==> config.mk <==
export PLATFORM = sky130hd
export DESIGN_NAME = cvid_ctrl
export DESIGN_NICKNAME = d
export VERILOG_FILES = /design/src/design/cvid_pkg.sv /design/src/design/cvid_ctrl.sv
export SDC_FILE = /design/constraint.sdc
export NUM_CORES = 1
export LEC_CHECK = 0
export BUFFER_PORTS_ARGS = -buffer_cell sky130_fd_sc_hd__buf_4
export CORE_AREA = 2 2 39 41
export CTS_CLUSTER_DIAMETER = 30
export DETAILED_ROUTE_END_ITERATION = 8
export DIE_AREA = 0 0 41 43
export GPL_TIMING_DRIVEN = 0
export HOLD_SLACK_MARGIN = 0.02
export PLACE_DENSITY_LB_ADDON = 0.2
export REMOVE_ABC_BUFFERS = 1
export SLEW_MARGIN = 20
export SYNTH_ARGS = -nofsm -noshare
export SYNTH_HDL_FRONTEND = slang
export SYNTH_SLANG_ARGS = --single-unit
==> constraint.sdc <==
create_clock -name aclk -period 1.9 [get_ports aclk]
set_clock_uncertainty 0.1 [all_clocks]
set_input_delay 0.475 -clock aclk [delete_from_list [all_inputs] [get_ports aclk]]
set_output_delay 0.475 -clock aclk [all_outputs]
set_load 0.01 [all_outputs]
==> src/design/cvid_pkg.sv <==
// Shared constants, codes and controller/datapath interface types for the interval decomposer.
package cvid_pkg;

    // Store geometry.
    localparam int MAX_SEGMENTS = 256;
    localparam int COUNT_BITS   = 8;
    localparam int IDX_W        = $clog2(MAX_SEGMENTS);
    localparam int POS_W        = IDX_W + 1;

    // Width of the segment index and position fields on the ports.
    localparam int FIELD_W   = 8;
    localparam int SEG_EXT_W = (IDX_W > FIELD_W) ? IDX_W : FIELD_W;

    // Scan phases.
    localparam logic [1:0] PHASE_DEL  = 2'd0;
    localparam logic [1:0] PHASE_AMP  = 2'd1;
    localparam logic [1:0] PHASE_DONE = 2'd2;

    // Input command codes.
    localparam logic CMD_LOAD  = 1'b0;
    localparam logic CMD_FETCH = 1'b1;

    // Commands from the controller to the datapath.
    typedef struct packed {
        logic load;          // apply the accepted load transaction
        logic adv_phase;     // move to the next phase, scan position back to zero
        logic adv_pos;       // skip a zero entry
        logic cur_from_pos;  // run cursor starts at the scan position
        logic cur_inc;       // run cursor steps forward
        logic rd_next;       // read address is cursor + 1 instead of scan position
        logic dec_wr;        // write back the decremented count at the cursor
        logic res_event;     // capture an interval event result
        logic res_end_prev;  // the run ended one entry before the cursor
        logic res_done;      // capture a done result
        logic out_load;      // move the captured result into the output register
    } cvid_cmd_t;

    // Status from the datapath to the controller.
    typedef struct packed {
        logic active;         // phase is deletion or amplification
        logic pos_lt_total;   // scan position is inside the loaded segments
        logic next_in_range;  // cursor + 1 is inside the loaded segments
        logic data_nz;        // count read back is nonzero
        logic at_head;        // cursor sits at the scan position
        logic out_free;       // output register can take a result this cycle
    } cvid_status_t;

endpackage

==> src/design/cvid_ctrl.sv <==
// Controller state machine that sequences loads, the scan and result hand-off.
module cvid_ctrl (
    input  logic                  aclk,
    input  logic                  aresetn,
    input  logic                  s_tvalid,
    output logic                  s_tready,
    input  logic                  command,
    input  cvid_pkg::cvid_status_t status,
    output cvid_pkg::cvid_cmd_t    cmd
);

    typedef enum logic [1:0] {
        ST_IDLE,
        ST_SCAN,
        ST_EVAL,
        ST_OUT
    } state_t;

    state_t state_reg;
    state_t state_next;

    assign s_tready = (state_reg == ST_IDLE);

    // Next state and datapath commands.
    always_comb begin
        state_next = state_reg;
        cmd        = '0;
        unique case (state_reg)
            ST_IDLE: begin
                if (s_tvalid) begin
                    if (command == cvid_pkg::CMD_LOAD) begin
                        cmd.load = 1'b1;
                    end else begin
                        state_next = ST_SCAN;
                    end
                end
            end
            ST_SCAN: begin
                if (!status.active) begin
                    cmd.res_done = 1'b1;
                    state_next   = ST_OUT;
                end else if (!status.pos_lt_total) begin
                    cmd.adv_phase = 1'b1;
                end else begin
                    cmd.cur_from_pos = 1'b1;
                    state_next       = ST_EVAL;
                end
            end
            ST_EVAL: begin
                if (!status.data_nz) begin
                    if (status.at_head) begin
                        cmd.adv_pos = 1'b1;
                        state_next  = ST_SCAN;
                    end else begin
                        cmd.res_event    = 1'b1;
                        cmd.res_end_prev = 1'b1;
                        state_next       = ST_OUT;
                    end
                end else begin
                    cmd.dec_wr = 1'b1;
                    if (status.next_in_range) begin
                        cmd.rd_next = 1'b1;
                        cmd.cur_inc = 1'b1;
                    end else begin
                        cmd.res_event = 1'b1;
                        state_next    = ST_OUT;
                    end
                end
            end
            ST_OUT: begin
                if (status.out_free) begin
                    cmd.out_load = 1'b1;
                    state_next   = ST_IDLE;
                end
            end
            default: begin
                state_next = ST_IDLE;
            end
        endcase
    end

    // State register.
    always_ff @(posedge aclk) begin
        if (!aresetn) begin
            state_reg <= ST_IDLE;
        end else begin
            state_reg <= state_next;
        end
    end

endmodule

==> results of run 1 <==
## cell type report
class                      count  area (µm²)
clock buffer                   3        22.5
fill                         165         970
inverter                       2        7.51
multi-input combinational     27         165
sequential                     2        41.3
tap                           16        20.0
timing repair buffer          21         158
## how the worst min path moves through the flow
stage | from | to | slack (ns) | cells past startpoint
after CTS | aresetn | state_reg[1]$_SDFFE_PN0P_ | 0.40 | 2
after floorplan | state_reg[0]$_SDFFE_PN0P_ | state_reg[0]$_SDFFE_PN0P_ | 0.46 | 1
after detailed placement | state_reg[0]$_SDFFE_PN0P_ | state_reg[0]$_SDFFE_PN0P_ | 0.52 | 1
final | aresetn | state_reg[1]$_SDFFE_PN0P_ | 0.40 | 2
after global placement | state_reg[0]$_SDFFE_PN0P_ | state_reg[0]$_SDFFE_PN0P_ | 0.55 | 1
after global routing | aresetn | state_reg[0]$_SDFFE_PN0P_ | 0.41 | 3
## power breakdown
part	total (mW)	internal, mW	leakage, nW	switching [mW]
clock	0.0960	0.0699	0.0138	0.0261
sequential	0.0602	0.0476	0.0168	0.0126
combinational	0.0820	0.0488	0.184	0.0333
total	0.238	0.166	0.215	0.0720
## worst register-to-register path: cells and delay by family, from the launching register on
kind,cells,cell delay (ns)
DFF,1,0.54
AOI/OAI and AO/OA,2,0.42
## cells in the mapped netlist, drive strengths merged
cell type,instances,area share (%)
nor3,1,2.1
a211o,1,3.7
nor4b,1,3.7
and2,1,2.6
o21ai,2,4.2
nand2b,2,8.4
and3,2,5.8
a21boi,1,3.1
dfxtp,2,17
nor2b,1,5.8
nor2,6,10
o211ai,1,3.1
a211oi,1,5.2
inv,2,3.1
buf,3,11
nand2,7,11
## through the flow
step,power (mW),std cells,area [µm²],setup slack (ns)
2_1_floorplan,0.0997,31,213,0.412
3_3_place_gp,0.144,68,390,0.303
3_5_place_dp,0.144,68,390,0.306
4_1_cts,0.244,71,413,0.0917
5_1_grt,0.260,71,414,0.0136
6_report,0.238,71,414,0.123
## logic make-up (layout without fill, tap and decap cells)
family / count (synthesis) / after routing / synth area share (%)
buffers and inverters: 5 / 26 / 14.1
AO/OA/AOI/OAI: 6 / 6 / 19.4
flip-flops: 2 / 2 / 16.8
AND/OR/NAND/NOR: 21 / 21 / 49.7
## routing by layer
| metal | track usage (%) | share of wire [%] | routed length, µm |
|---|---|---|---|
| met1 | 10.8 | 42 | 265 |
| met2 | 11.6 | 49 | 305 |
| met4 | 8.00 | 0 | 0 |
| met3 | 1.57 | 8.9 | 56 |
| met5 | 0 | 0 | 0 |
## timing repair
action,in CTS,in global routing
gates resized for setup,0,1
buffers inserted,0,0
hold endpoints to repair,0,0
endpoints found under the setup margin,0,1
==> summary.md, run 1 <==
| Metric | Value |
|---|---|
| Largest register FFs | 2 |
| DR vias | 299 |
| RSZ-0062 raised after global routing | false |
| Nets@finish | 67 |
| Total Wirelength | 627 µm |
| Lkg Pwr | 0.215 nW |
| Crit path from | state_reg[1]$_SDFFE_PN0P_ |
| Max Clock Freq | 0.563 GHz |
| 1st-pass router iterations | 4 |
| Flop2flop setup slack | 0.75 ns |
| Yosys cell types | 21 |
| Tmin final | 1.78 ns |
| Clock latency on the worst-skew pair | 0.23 ns |
| Ys Warns | 0 |
| Layout cells sized above 1 | 54.5% |
| GRT Total Usage | 8.61% |
| Fin crit share | 93.5% |
| Syn Inst Count | 34 |
| Boundary Pins | 22 |
| Slew HR | 74.3% |
| First-pass GRT wire length | 1010 µm |
| Hold Vio Cnt, Final | 0 |
| Commonest non-fill, non-tap cell in the layout | buf_4 |
| Commonest cells after routing, fill and taps aside | 21 x buf_4, 7 x nand2_1, 5 x nor2_1 |
| Mapped cell area | 239 µm² |
| Critical Path Max Stage Delay | 0.54 ns |
| Slowest CP cell | dfxtp_1 |
| Number of setup violations in the final report | 0 |
| Initial Util | 17.3% |
| Gp weighted congestion | 0.592 |
| Hold crit path type | primary input to flip-flop |
| IO Port Bufs | 21 |
| Worst reg2reg path depth | 2 |
| GR Overflow Total | 0 |
| Final Max Slew Viols | 0 |
| Clk slew on worst S/H paths | 0.03 ns |
| Maximum net fanout on the critical path | 9 |
| Critical path endpoint | cmd[6] |
| #FFs+latches synth | 2 |
| Nature of the critical path startpoint | flip-flop |
| Crit path arrival time | 1.20 ns |
| Max Cap Viol | 0 |
| CP delay by family, top | flip-flops |
| Diodes inserted | 0 |
| H-tree levels | 1 |
| Number of global-route vias before repair | 253 |
| Post-DR vias/cell | 4.21 |
| Largest net degree at the start of global routing | 10 |
| CP Class | flip-flop to output port |
| Initial DRC count | 9 |
| Status | finished clean |
| Buffers plus inverters on the worst setup path | 1 |
| Hold-fix buffers, CTS | 0 |
| WL per Instance | 8.83 µm |
| Avg Cell Area, Syn | 7.03 µm² |
| Clock Path Buffers | 2 |
| Die height | 43 µm |
| Fin Setup TNS | 0 ns |
| Slew @ Worst Pin | 0.386 ns |
| Antenna violations before repair | 0 |
| Max VDD drop | 139 µV |
| FP Rows | 14 |
| Cell Chain, Critical Path | nand2b_4 -> nor2_2 -> buf_4 |
| Hold WS | 0.403 ns |
| PwrDens | 575 nW/µm² |
| Sequential fraction of the synthesis area | 16.8% |
| Final core occ | 29.9% |
| Full die area | 1760 µm² |
| Critical Path Stages | 3 |
| Total clock sinks | 2 |
| Root Driver | clkbuf_4 |
| Required time worst endpoint | 1.32 ns |
| CTS tree | done |
| Post-DP HPWL | 483 µm |
| Area grow syn2layout | 73.3% |
| ANT nets after route | 0 |
| DR DRC count | 0 |
| Core footprint | 1380 µm² |
| Reg-to-Reg Start | state_reg[1]$_SDFFE_PN0P_ |
| Die width | 41 µm |
| Cts bufs inserted | 3 |
| Reg2reg end | state_reg[0]$_SDFFE_PN0P_ |
| CP Capture Type | output port |
Power figures use the tool's default switching activity.
==> inputs of run 2 (changes only) <==
--- a/config.mk
+++ b/config.mk
@@ -6,11 +6,11 @@
 export NUM_CORES = 1
 export LEC_CHECK = 0
 export BUFFER_PORTS_ARGS = -buffer_cell sky130_fd_sc_hd__buf_4
+export CAP_MARGIN = 25
 export CORE_AREA = 2 2 39 41
 export CTS_CLUSTER_DIAMETER = 30
 export DETAILED_ROUTE_END_ITERATION = 8
 export DIE_AREA = 0 0 41 43
-export GPL_TIMING_DRIVEN = 0
 export HOLD_SLACK_MARGIN = 0.02
 export PLACE_DENSITY_LB_ADDON = 0.2
 export REMOVE_ABC_BUFFERS = 1
==> summary.md, run 2 (synthesis gave the netlist of run 1 again) <==
| Metric | Value |
|---|---|
| GRT Total Usage | 7.81% |
| Post-cts sizing count | 0 |
| Die height | 43 µm |
| Core footprint | 1380 µm² |
| Root Driver | clkbuf_4 |
| 1st-pass router iterations | 1 |
| GR Overflow Total | 0 |
| Required time worst endpoint | 1.32 ns |
| Buffers plus inverters on the worst setup path | 1 |
| H-tree levels | 1 |
| Sw Share | 29.8% |
| Area grow syn2layout | 72.8% |
| Cts bufs inserted | 3 |
| Antenna violations before repair | 0 |
| DR DRC count | 0 |
| Slew @ Worst Pin | 0.389 ns |
| Boundary Pins | 22 |
| Sw Pwr | 70.3 µW |
| Clock Path Buffers | 2 |
| Initial Util | 17.3% |
| Status | finished clean |
| Full die area | 1760 µm² |
| Nature of the critical path startpoint | flip-flop |
| CP Capture Type | output port |
| Initial DRC count | 0 |
| IO Port Bufs | 21 |
| ANT nets after route | 0 |
| Clk pwr share | 40.1% |
| Hold Vio Cnt, Final | 0 |
| CP Class | flip-flop to output port |
| Pint | 165 µW |
| Final worst slack | 0.120 ns |
| Clock latency on the worst-skew pair | 0.22 ns |
| Max Clock Freq | 0.562 GHz |
| CP delay by family, top | flip-flops |
| Hold crit path type | primary input to flip-flop |
| Max VDD drop | 135 µV |
| Slowest CP cell | dfxtp_1 |
| Max Cap Viol | 0 |
| Commonest non-fill, non-tap cell in the layout | buf_4 |
| Area post-placement | 390 µm² |
| Final Max Slew Viols | 0 |
| Seq pwr share | 25.1% |
| Gp weighted congestion | 0.602 |
| Final core occ | 29.8% |
| Largest net degree at the start of global routing | 10 |
| Dpl ws | 0.313 ns |
| Cell Chain, Critical Path | nand2b_4 -> nor2_2 -> buf_4 |
| Clk slew on worst S/H paths | 0.03 ns |
| PwrDens | 571 nW/µm² |
| Hold WS | 0.405 ns |
| Post-DR vias/cell | 3.99 |
| Critical Path Max Stage Delay | 0.54 ns |
| Diodes inserted | 0 |
| Number of global-route vias before repair | 252 |
| DR vias | 283 |
| WL per Instance | 8.31 µm |
| Fin Setup TNS | 0 ns |
| Hold-fix buffers, CTS | 0 |
| Lkg Pwr | 0.214 nW |
| Post-CTS Setup Bufs | 0 |
| Total Wirelength | 590 µm |
| Slew HR | 74.0% |
| Crit path arrival time | 1.20 ns |
| Tmin final | 1.78 ns |
| First-pass GRT wire length | 938 µm |
| Total clock sinks | 2 |
| Fin crit share | 93.7% |
| FP Rows | 14 |
| Maximum net fanout on the critical path | 9 |
| Post-DP HPWL | 461 µm |
| Commonest cells after routing, fill and taps aside | 21 x buf_4, 7 x nand2_1, 5 x nor2_1 |
| Post-route cell area | 413 µm² |
| Nets@finish | 67 |
| Number of setup violations in the final report | 0 |
| Die width | 41 µm |
| CTS tree | done |
| Layout cells sized above 1 | 52.7% |
| Largest register FFs | 2 |
| RSZ-0062 raised after global routing | false |
| Combinational Power Share | 34.8% |
[run 2: area by class of cell]
type	instances	area (µm²)
Fill cell	158	971
Inverter	2	7.51
Multi-Input combinational cell	27	165
Tap cell	16	20.0
Sequential cell	2	40.0
Timing Repair Buffer	21	158
Clock buffer	3	22.5
[run 2: power by group through the flow]
stage	clock network (mW)	logic, mW	registers, mW
3_5_place_dp	0	0.0830	0.0599
2_1_floorplan	0	0.0424	0.0573
6_report	0.0946	0.0820	0.0592
4_1_cts	0.100	0.0834	0.0593
5_1_grt	0.0981	0.0906	0.0608
3_3_place_gp	0	0.0837	0.0605
[run 2: per-layer routing]
metal | wire [µm] | part of all wire (%) | global-route usage [%] | up-vias
li1 | - | - | - | 153
met1 | 243 | 41 | 9.87 | 118
met2 | 300 | 51 | 10.9 | 12
met3 | 46 | 7.8 | 0 | 0
met4 | 0 | 0 | 8.00 | 0
met5 | 0 | 0 | 0 | -
[run 2: final timing paths]
path                                                 from                   endpoint  slack (ns)  cells past startpoint
worst max-delay path            state_reg[1]$_SDFFE_PN0P_                     cmd[5]        0.12                      3
worst min-delay path                              aresetn  state_reg[1]$_SDFFE_PN0P_        0.40                      2
worst max register to register  state_reg[1]$_SDFFE_PN0P_  state_reg[0]$_SDFFE_PN0P_        0.76                      2
worst min register to register  state_reg[0]$_SDFFE_PN0P_  state_reg[0]$_SDFFE_PN0P_        0.52                      1
[run 2: metrics by stage]
stage / std cells / total power, mW
after floorplan: 31 / 0.0997
after global placement: 68 / 0.144
after detailed placement: 68 / 0.143
after CTS: 71 / 0.243
after global routing: 71 / 0.250
final: 71 / 0.236
==> inputs of run 3 (changes only) <==
==> constraint.sdc (replaced) <==
create_clock -name aclk -period 1.9 [get_ports aclk]
set_clock_uncertainty 0.1 [all_clocks]
set_input_delay 0.38 -clock aclk [delete_from_list [all_inputs] [get_ports aclk]]
set_output_delay 0.38 -clock aclk [all_outputs]
set_load 0.01 [all_outputs]
==> summary.md, run 3 (synthesis gave the netlist of run 1 again) <==
| Metric | Value |
|---|---|
| Status | finished clean |
| Fin crit share | 88.4% |
| GR Overflow Total | 0 |
| Slew @ Worst Pin | 0.383 ns |
| Total clock sinks | 2 |
| Diodes inserted | 0 |
| Die width | 41 µm |
| H-tree levels | 1 |
| Area grow syn2layout | 72.8% |
| RSZ-0062 raised after global routing | false |
| Cts bufs inserted | 3 |
| Final Max Slew Viols | 0 |
| Commonest non-fill, non-tap cell in the layout | buf_4 |
| Critical Path Max Stage Delay | 0.48 ns |
| Nets@finish | 67 |
| Reg2reg end | state_reg[0]$_SDFFE_PN0P_ |
| Full die area | 1760 µm² |
| Initial DRC count | 5 |
| Root Driver | clkbuf_4 |
| Hold crit path type | primary input to flip-flop |
| 1st-pass router iterations | 4 |
| Number of setup violations in the final report | 0 |
| Hold-fix buffers, CTS | 0 |
| FP Rows | 14 |
| Clock Path Buffers | 2 |
| Max Clock Freq | 0.595 GHz |
| Commonest cells after routing, fill and taps aside | 21 x buf_4, 7 x nand2_1, 5 x nor2_1 |
| Post-CTS Setup Bufs | 0 |
| Boundary Pins | 22 |
| Gp weighted congestion | 0.647 |
| Tmin final | 1.68 ns |
| Antenna violations before repair | 0 |
| Die height | 43 µm |
| First-pass GRT wire length | 1160 µm |
| Slowest CP cell | dfxtp_1 |
| Core footprint | 1380 µm² |
| IO Port Bufs | 21 |
| Crit path arrival time | 1.20 ns |
| Post-DP HPWL | 480 µm |
| Flop2flop setup slack | 0.76 ns |
| Hold Path Sink | state_reg[1]$_SDFFE_PN0P_ |
| ANT nets after route | 0 |
| Post-cts sizing count | 0 |
| Layout cells sized above 1 | 52.7% |
| Post-DR vias/cell | 4.07 |
| Clk slew on worst S/H paths | 0.03 ns |
| CTS tree | done |
| Total Power | 239 µW |
| Required time worst endpoint | 1.42 ns |
| Total Wirelength | 623 µm |
| CP Capture Type | output port |
| Number of global-route vias before repair | 280 |
| PwrDens | 579 nW/µm² |
| Largest register FFs | 2 |
| Hold Path Depth | 2 |
| Fillers | 158 |
| GRT Total Usage | 9.72% |
| Reg-to-Reg Start | state_reg[1]$_SDFFE_PN0P_ |
| Fin Setup TNS | 0 ns |
| Worst reg2reg path depth | 2 |
| Hold WS | 0.317 ns |
| Max VDD drop | 155 µV |
| Maximum net fanout on the critical path | 9 |
| Area post-placement | 390 µm² |
| Post-route cell area | 413 µm² |
| DR vias | 289 |
| Nature of the critical path startpoint | flip-flop |
| CP Class | flip-flop to output port |
| Largest net degree at the start of global routing | 10 |
| Cell Chain, Critical Path | nor2b_4 -> and3_1 -> buf_4 |
| Max Cap Viol | 0 |
| Hold Vio Cnt, Final | 0 |
| Worst hold start | aresetn |
| WL per Instance | 8.77 µm |
| Slew HR | 74.4% |
| DR DRC count | 0 |
| Initial Util | 17.3% |
| Clock latency on the worst-skew pair | 0.23 ns |
| Lkg Pwr | 0.214 nW |
## run 3: cell counts in the layout (fill, tap and decap cells not counted)
Identical to the previous run, type by type.
## run 3: power breakdown
part           total, mW  switching, mW  leakage (nW)  internal, mW
combinational     0.0827         0.0340         0.184        0.0487
clock             0.0971         0.0271        0.0138        0.0700
sequential        0.0592         0.0122        0.0165        0.0470
total              0.239         0.0733         0.214         0.166
## run 3: area by class of cell
cell class / instances / area (µm²) / share of cell area, %
Multi-Input combinational cell: 27 / 165 / 40.0
Timing Repair Buffer: 21 / 158 / 38.2
Sequential cell: 2 / 40.0 / 9.70
Clock buffer: 3 / 22.5 / 5.45
Tap cell: 16 / 20.0 / 4.85
Inverter: 2 / 7.51 / 1.82
## run 3: worst max-delay path: cells and delay by family (launching register included)
| kind | cells | cell delay, ns |
|---|---|---|
| DFF | 1 | 0.48 |
| and+or+nand+nor | 2 | 0.38 |
| buffers and inverters | 1 | 0.11 |
## run 3: how the worst max path moves through the flow
stage	startpoint	cells after the start	to	slack, ns
floorplan	state_reg[1]$_SDFFE_PN0P_	1	cmd[10]	0.51
global placement	state_reg[1]$_SDFFE_PN0P_	3	cmd[6]	0.44
detailed placement	state_reg[0]$_SDFFE_PN0P_	3	cmd[7]	0.45
CTS	state_reg[0]$_SDFFE_PN0P_	3	cmd[7]	0.20
global route	state_reg[0]$_SDFFE_PN0P_	4	cmd[9]	0.07
finish	state_reg[0]$_SDFFE_PN0P_	3	cmd[7]	0.22
## run 3: metrics by stage
stage	util, %	setup slack, ns	instances
detailed placement	28.2	0.452	68
global route	29.8	0.0711	71
finish	29.8	0.220	71
floorplan	-	0.510	31
CTS	29.8	0.204	71
global placement	28.2	0.440	68
## run 3: metal layers
layer	routed length (µm)	track usage, %	vias up	share of wire, %
li1	-	-	155	-
met2	294	13.4	14	47
met1	268	11.5	120	43
met5	0	0	-	0
met4	0	6.00	0	0
met3	60	4.71	0	9.6
